===== config.mk =====
export PLATFORM = sky130hd
export DESIGN_NAME = asf_div
export DESIGN_NICKNAME = d
export VERILOG_FILES = /design/src/hdl/asf_pkg.sv /design/src/hdl/asf_div.sv
export SDC_FILE = /design/constraint.sdc
export NUM_CORES = 2
export LEC_CHECK = 0
export BUFFER_PORTS_ARGS = -buffer_cell sky130_fd_sc_hd__buf_2
export CAP_MARGIN = 20
export CORE_UTILIZATION = 58
export CTS_CLUSTER_SIZE = 8
export DETAILED_ROUTE_END_ITERATION = 10
export PLACE_DENSITY = 0.77
export SLEW_MARGIN = 25
export SYNTH_ARGS = -nofsm -noshare
export SYNTH_HDL_FRONTEND = slang
export SYNTH_SLANG_ARGS = --single-unit

===== constraint.sdc =====
create_clock -name i_clk -period 9.1 [get_ports i_clk]
set_input_delay 1.82 -clock i_clk [delete_from_list [all_inputs] [get_ports i_clk]]
set_output_delay 1.82 -clock i_clk [all_outputs]
set_load 0.005 [all_outputs]

===== src/hdl/asf_pkg.sv =====
// Shared types, constants and helper functions of the angular spring force pipeline.
package asf_pkg;

    localparam int FIX_W  = 32;
    localparam int ANG_W  = 25;
    localparam int N_IN   = 12;
    localparam int IN_W   = N_IN * FIX_W;
    localparam int OUT_W  = 160;

    // Configuration register indexes
    typedef enum logic [1:0] {
        REG_REST  = 2'd0,
        REG_STIFF = 2'd1,
        REG_DAMP  = 2'd2
    } t_reg_idx;

    localparam logic signed [31:0] ARM_MAX = 32'sh7FFF_FFFF;
    localparam logic signed [31:0] ARM_MIN = 32'sh8000_0001;

    localparam logic signed [25:0] DEG90  = 26'sd5898240;
    localparam logic signed [25:0] DEG180 = 26'sd11796480;

    // Square root: one result bit per stage
    localparam int SQRT_STEPS = 32;
    localparam int SQRT_LAT   = SQRT_STEPS;

    // Divider: quotient bits per stage, plus a sign stage
    localparam int DIV_STEPS  = 31;
    localparam int DIV_PER    = 2;
    localparam int DIV_STAGES = (DIV_STEPS + DIV_PER - 1) / DIV_PER;
    localparam int DIV_LAT    = DIV_STAGES + 1;

    // Angle unit: magnitude stage, normalize stages, rotation stages, fold stage
    localparam int NORM_STEPS    = 6;
    localparam int NORM_PER      = 2;
    localparam int NORM_STAGES   = (NORM_STEPS + NORM_PER - 1) / NORM_PER;
    localparam int CORDIC_STEPS  = 20;
    localparam int CORDIC_PER    = 2;
    localparam int CORDIC_STAGES = (CORDIC_STEPS + CORDIC_PER - 1) / CORDIC_PER;
    localparam int CORDIC_LAT    = 1 + NORM_STAGES + CORDIC_STAGES + 1;

    localparam logic [21:0] ATAN_DEG [CORDIC_STEPS] = '{
        22'd2949120, 22'd1740967, 22'd919879, 22'd466945, 22'd234379,
        22'd117304,  22'd58666,   22'd29335,  22'd14668,  22'd7334,
        22'd3667,    22'd1833,    22'd917,    22'd458,    22'd229,
        22'd115,     22'd57,      22'd29,     22'd14,     22'd7
    };

    function automatic logic signed [31:0] sat32(input logic signed [65:0] v);
        logic signed [31:0] r;
        if (v > 66'sh0_7FFF_FFFF) begin
            r = 32'sh7FFF_FFFF;
        end else if (v < -66'sh0_8000_0000) begin
            r = 32'sh8000_0000;
        end else begin
            r = v[31:0];
        end
        return r;
    endfunction

    // Difference a - b clamped to the symmetric 31-bit range
    function automatic logic signed [31:0] sat_diff(input logic signed [31:0] a,
                                                    input logic signed [31:0] b);
        logic signed [32:0] d;
        logic signed [31:0] r;
        d = 33'(a) - 33'(b);
        if (d > 33'(ARM_MAX)) begin
            r = ARM_MAX;
        end else if (d < 33'(ARM_MIN)) begin
            r = ARM_MIN;
        end else begin
            r = d[31:0];
        end
        return r;
    endfunction

endpackage


===== src/hdl/asf_div.sv =====
// Pipelined restoring divider: signed arm component times 2^30 over arm length.
module asf_div (
    input  logic               i_clk,
    input  logic               i_en,
    input  logic signed [31:0] i_num,
    input  logic        [31:0] i_len,
    output logic signed [31:0] o_quo
);

    typedef struct packed {
        logic [31:0] rem;
        logic [30:0] q;
        logic [31:0] len;
        logic        neg;
    } t_div_st;

    function automatic t_div_st div_step(input t_div_st s, input logic fb);
        logic [32:0] tmp;
        t_div_st     r;
        r   = s;
        tmp = {s.rem, fb};
        if (tmp >= {1'b0, s.len}) begin
            r.rem = 32'(tmp - {1'b0, s.len});
            r.q   = {s.q[29:0], 1'b1};
        end else begin
            r.rem = tmp[31:0];
            r.q   = {s.q[29:0], 1'b0};
        end
        return r;
    endfunction

    logic [31:0]        w_mag;
    t_div_st            w_init;
    t_div_st            r_st [asf_pkg::DIV_STAGES];
    logic signed [31:0] r_quo;

    // Magnitude fits 31 bits: the arm is clamped to the symmetric range
    assign w_mag      = i_num[31] ? 32'(-i_num) : 32'(i_num);
    assign w_init.rem = {2'b00, w_mag[30:1]};
    assign w_init.q   = '0;
    assign w_init.len = i_len;
    assign w_init.neg = i_num[31];

    for (genvar g = 0; g < asf_pkg::DIV_STAGES; g++) begin : g_stage
        t_div_st w_src;
        t_div_st n_st;

        if (g == 0) begin : g_first
            assign w_src = w_init;
        end else begin : g_rest
            assign w_src = r_st[g-1];
        end

        always_comb begin
            n_st = w_src;
            for (int k = 0; k < asf_pkg::DIV_PER; k++) begin
                if (g * asf_pkg::DIV_PER + k < asf_pkg::DIV_STEPS) begin
                    n_st = div_step(n_st, (g == 0 && k == 0) ? w_mag[0] : 1'b0);
                end
            end
        end

        always_ff @(posedge i_clk) begin
            if (i_en) begin
                r_st[g] <= n_st;
            end
        end
    end

    // Apply the sign: truncation toward zero
    always_ff @(posedge i_clk) begin
        if (i_en) begin
            if (r_st[asf_pkg::DIV_STAGES-1].neg) begin
                r_quo <= -$signed({1'b0, r_st[asf_pkg::DIV_STAGES-1].q});
            end else begin
                r_quo <= $signed({1'b0, r_st[asf_pkg::DIV_STAGES-1].q});
            end
        end
    end

    assign o_quo = r_quo;

endmodule


==> flow_results.xml <==
<?xml version="1.0" encoding="UTF-8"?>
<metrics>
  <group name="outcome">
    <metric name="status" unit="">complete, no violations</metric>
  </group>
  <group name="yosys">
    <metric name="synthesis.nets" unit="">11000</metric>
    <metric name="post_synthesis_mux_area_share" unit="">0.0716</metric>
    <metric name="netlist_area" unit="mm2">0.0991</metric>
    <metric name="avgSynthCellArea" unit="um2">9.95</metric>
    <metric name="synth_simple_gate_area_frac" unit="">0.112</metric>
    <metric name="ys.flop_type" unit="">sky130_fd_sc_hd__edfxtp_1</metric>
    <metric name="ys_seq_elements" unit="">1279</metric>
    <metric name="yosysSeqAreaShare" unit="">0.388</metric>
    <metric name="yosys.area_share.xor_xnor" unit="">0.0750</metric>
    <metric name="arithmetic_cell_share_of_the_synthesized_area_counting_full_adders_half_adders_and_majority_gates" unit="">0.127</metric>
    <metric name="synth_area_in_compound_gates" unit="">0.189</metric>
    <metric name="post_synth_num_cell_types" unit="">106</metric>
    <metric name="ys.warnings.count" unit="">0</metric>
    <metric name="largest_family_of_logic_cells_by_synthesized_area" unit="">compound AO/OA/AOI/OAI gates</metric>
    <metric name="ys_async_sr_fraction" unit="">0</metric>
    <metric name="synthCells" unit="">9955</metric>
    <metric name="synth_enable_flop_cells" unit="">1279</metric>
  </group>
  <group name="finish">
    <metric name="area.growth.synth_to_final" unit="%">9.40</metric>
    <metric name="finish.net_count" unit="">11300</metric>
    <metric name="drive_gt1_frac" unit="">0.114</metric>
    <metric name="utilization" unit="">0.640</metric>
  </group>
  <group name="worst_setup_path">
    <metric name="path_depth" unit="">34</metric>
    <metric name="timing_worst_setup_path_type" unit="">in -&gt; reg</metric>
    <metric name="critical_path.max_fanout" unit="">10</metric>
    <metric name="timing.critical_path.arrival" unit="ns">9.10</metric>
    <metric name="setup.worst_path.end_class" unit="">flop</metric>
    <metric name="cpPeakStageDelay" unit="ns">0.56</metric>
    <metric name="r2r_cells" unit="">27</metric>
    <metric name="worst_path_max_delay_cell" unit="">sky130_fd_sc_hd__or4_1</metric>
    <metric name="timing.critical_path.max_delay_family" unit="">simple AND/OR/NAND/NOR gates</metric>
    <metric name="timing.critical_path.required" unit="ns">9.66</metric>
    <metric name="critical-path-top-cell-by-count" unit="">sky130_fd_sc_hd__buf_4</metric>
    <metric name="setup.worst_path.start_class" unit="">input pin</metric>
    <metric name="cp.buffers_inverters" unit="">6</metric>
  </group>
  <group name="grt">
    <metric name="antenna_violations_before_repair" unit="">8</metric>
    <metric name="grt_pass1_wl" unit="mm">435</metric>
    <metric name="globalRouteTotalUtil" unit="">0.322</metric>
    <metric name="grt_max_degree" unit="">181</metric>
    <metric name="first_global_vias" unit="">76700</metric>
    <metric name="globalRoute.totalOverflow" unit="">0</metric>
  </group>
  <group name="clock_tree">
    <metric name="ctsHtreeMaxLevel" unit="">4</metric>
    <metric name="cts_post_setup_buffers_inserted" unit="">0</metric>
    <metric name="clock_latency" unit="ns">0.85</metric>
    <metric name="cts_hold_buf" unit="">0</metric>
    <metric name="clock_sink_count" unit="">1279</metric>
    <metric name="clk_root_buffer_cell" unit="">sky130_fd_sc_hd__clkbuf_16</metric>
    <metric name="cts-buffers-inserted" unit="">180</metric>
    <metric name="clkSlewWorstSetupHoldPaths" unit="ns">0.05</metric>
    <metric name="tritoncts_clock_tree" unit="">built</metric>
    <metric name="post_cts.resized_instances" unit="">0</metric>
    <metric name="longest_clk_path_bufs" unit="">3</metric>
  </group>
  <group name="timing">
    <metric name="final-hold-violation-count" unit="">0</metric>
    <metric name="min_period_over_period" unit="">0.939</metric>
    <metric name="fin_worst_skew" unit="ns">0.0607</metric>
    <metric name="layout_min_cycle_time" unit="ns">8.54</metric>
    <metric name="timing.max_slew.rel_slack" unit="">0.250</metric>
    <metric name="rsz_0062_raised_after_global_routing" unit="">no</metric>
    <metric name="max_freq" unit="MHz">117</metric>
    <metric name="timing_worst_slew_pin_value" unit="ns">1.13</metric>
    <metric name="setup-violations-final" unit="">0</metric>
    <metric name="pins_over_slew_limit" unit="">0</metric>
  </group>
  <group name="drt">
    <metric name="drt_pre_antenna_iters" unit="">6</metric>
    <metric name="ant_nets_after_route" unit="">0</metric>
    <metric name="route.detailed.drc" unit="">0</metric>
    <metric name="dr.first_iter.drc_count" unit="">6795</metric>
    <metric name="routed_wl" unit="mm">284</metric>
    <metric name="detail_route.vias_per_cell" unit="">6.31</metric>
    <metric name="dr_total_vias" unit="">78900</metric>
    <metric name="wl_per_cell" unit="um">22.8</metric>
  </group>
  <group name="place">
    <metric name="weighted_congestion_at_the_end_of_routability_driven_global_placement" unit="">0.982</metric>
    <metric name="place.detailed.hpwl" unit="mm">224</metric>
    <metric name="port_buffers" unit="">97</metric>
  </group>
  <group name="floorplan">
    <metric name="floorplan.die_area" unit="mm2">0.172</metric>
    <metric name="fp.dieW" unit="um">415</metric>
    <metric name="std_cell_rows" unit="">151</metric>
    <metric name="placeable_area" unit="mm2">0.169</metric>
    <metric name="chipHeight" unit="um">415</metric>
    <metric name="io_pins" unit="">98</metric>
    <metric name="starting_density_of_the_core" unit="">0.585</metric>
  </group>
  <group name="worst_hold_path">
    <metric name="hold_path_depth" unit="">0</metric>
    <metric name="hold_path_class" unit="">reg -&gt; reg</metric>
  </group>
  <group name="job">
    <metric name="max_cap_violations" unit="">0</metric>
  </group>
</metrics>
==> synth_stat cells (29+ instances only) <==
cell type / count / area (um2)
sky130_fd_sc_hd__edfxtp_1: 1279 / 38400
sky130_fd_sc_hd__ha_1: 978 / 12200
sky130_fd_sc_hd__a21oi_1: 923 / 4620
sky130_fd_sc_hd__inv_1: 766 / 2880
sky130_fd_sc_hd__nor2_1: 627 / 2350
sky130_fd_sc_hd__nand2_1: 616 / 2310
sky130_fd_sc_hd__xnor2_1: 600 / 5260
sky130_fd_sc_hd__o21ai_0: 591 / 2960
sky130_fd_sc_hd__mux2_2: 524 / 5900
sky130_fd_sc_hd__a21o_1: 455 / 3420
sky130_fd_sc_hd__xor2_1: 248 / 2170
sky130_fd_sc_hd__nand3_1: 179 / 896
sky130_fd_sc_hd__nor3_1: 148 / 741
sky130_fd_sc_hd__clkbuf_1: 134 / 503
sky130_fd_sc_hd__o21bai_1: 127 / 953
sky130_fd_sc_hd__o21a_1: 116 / 871
sky130_fd_sc_hd__nand4_1: 115 / 719
sky130_fd_sc_hd__nor2b_1: 114 / 713
sky130_fd_sc_hd__nand2b_1: 113 / 707
sky130_fd_sc_hd__a31oi_1: 92 / 576
sky130_fd_sc_hd__and3_1: 88 / 551
sky130_fd_sc_hd__mux2_1: 85 / 957
sky130_fd_sc_hd__a211oi_1: 79 / 593
sky130_fd_sc_hd__o31ai_1: 68 / 510
sky130_fd_sc_hd__or3_1: 54 / 338
sky130_fd_sc_hd__and2_1: 50 / 313
sky130_fd_sc_hd__buf_2: 49 / 245
sky130_fd_sc_hd__o211ai_1: 49 / 368
sky130_fd_sc_hd__a211o_1: 37 / 324
sky130_fd_sc_hd__and4_1: 37 / 324
sky130_fd_sc_hd__nor4_1: 37 / 231
sky130_fd_sc_hd__a21boi_0: 34 / 255
sky130_fd_sc_hd__a31o_2: 32 / 280
sky130_fd_sc_hd__or2_2: 32 / 200
sky130_fd_sc_hd__a221oi_1: 29 / 254
==> sequential cells by signal, summed over array words and instances, names as in the netlist <==
name   count
o_quo     32
r_st    1247
==> metal layers <==
| metal | up-vias | share of wire | track usage |
|---|---|---|---|
| li1 | 37600 | - | - |
| met1 | 38000 | 0.42 | 0.415 |
| met2 | 2661 | 0.47 | 0.538 |
| met3 | 601 | 0.057 | 0.0426 |
| met4 | 4 | 0.049 | 0.146 |
| met5 | - | 0.00011 | 0 |
==> cell type report <==
| class | instances | area [um2] |
|---|---|---|
| tap | 2218 | 2780 |
| clock buffer | 190 | 4540 |
| inverter | 774 | 2910 |
| antenna | 1 | 2.50 |
| multi-input combinational | 7700 | 57100 |
| sequential | 1279 | 38400 |
| clock inverter | 21 | 443 |
| fill | 13500 | 61100 |
| timing repair buffer | 315 | 2270 |
==> metrics by stage <==
step                      worst slack, ns  std cells  setup TNS, ns  cell area, um2  hold WS, ns
final                               0.555      12500              0          108000        0.399
after global routing               0.0124      12500              0          108000        0.397
after CTS                           0.471      12500              0          108000        0.391
after detailed placement           -0.367      12300          -6.45          103000        0.405
after global placement             -0.412      12300          -6.59          103000        0.401
after floorplan                     0.139       9955              0           99100        0.400
==> cells in the final DEF (no fill, tap or decap), types with 113 or more instances in the layout <==
cell	netlist	layout
sky130_fd_sc_hd__ha_1	978	978
sky130_fd_sc_hd__a21oi_1	923	920
sky130_fd_sc_hd__mux2_2	524	524
sky130_fd_sc_hd__inv_1	766	766
sky130_fd_sc_hd__o21bai_1	127	126
sky130_fd_sc_hd__edfxtp_1	1279	1279
sky130_fd_sc_hd__nand4_1	115	115
sky130_fd_sc_hd__xor2_1	248	248
sky130_fd_sc_hd__nand2b_1	113	113
sky130_fd_sc_hd__o21ai_0	591	589
sky130_fd_sc_hd__o21a_1	116	116
sky130_fd_sc_hd__nand3_1	179	178
sky130_fd_sc_hd__nor2b_1	114	113
sky130_fd_sc_hd__nand2_1	616	616
sky130_fd_sc_hd__buf_4	6	206
sky130_fd_sc_hd__clkbuf_16	0	180
sky130_fd_sc_hd__a21o_1	455	455
sky130_fd_sc_hd__nor2_1	627	625
sky130_fd_sc_hd__nor3_1	148	148
sky130_fd_sc_hd__xnor2_1	600	600
==> cell families after synthesis <==
logic type,Yosys count
muxes,633
adders and majority gates,994
and+or+nand+nor,2296
xor gates and xnor gates,848
buffers and inverters,976
DFF,1279
AOI/OAI and AO/OA,2929
==> worst paths after layout <==
kind | start | to | slack [ns]
hold reg to reg | r_st[0][328] | r_st[0][426] | 0.40
hold / removal | r_st[0][328] | r_st[0][426] | 0.40
setup / recovery | i_num[4] | r_st[0][94] | 0.56
setup reg to reg | r_st[0][98] | r_st[0][286] | 1.07
Power is left out: the tool's default activity adds up to more than one toggle a clock period on the data nets, which glitch-free logic cannot reach.
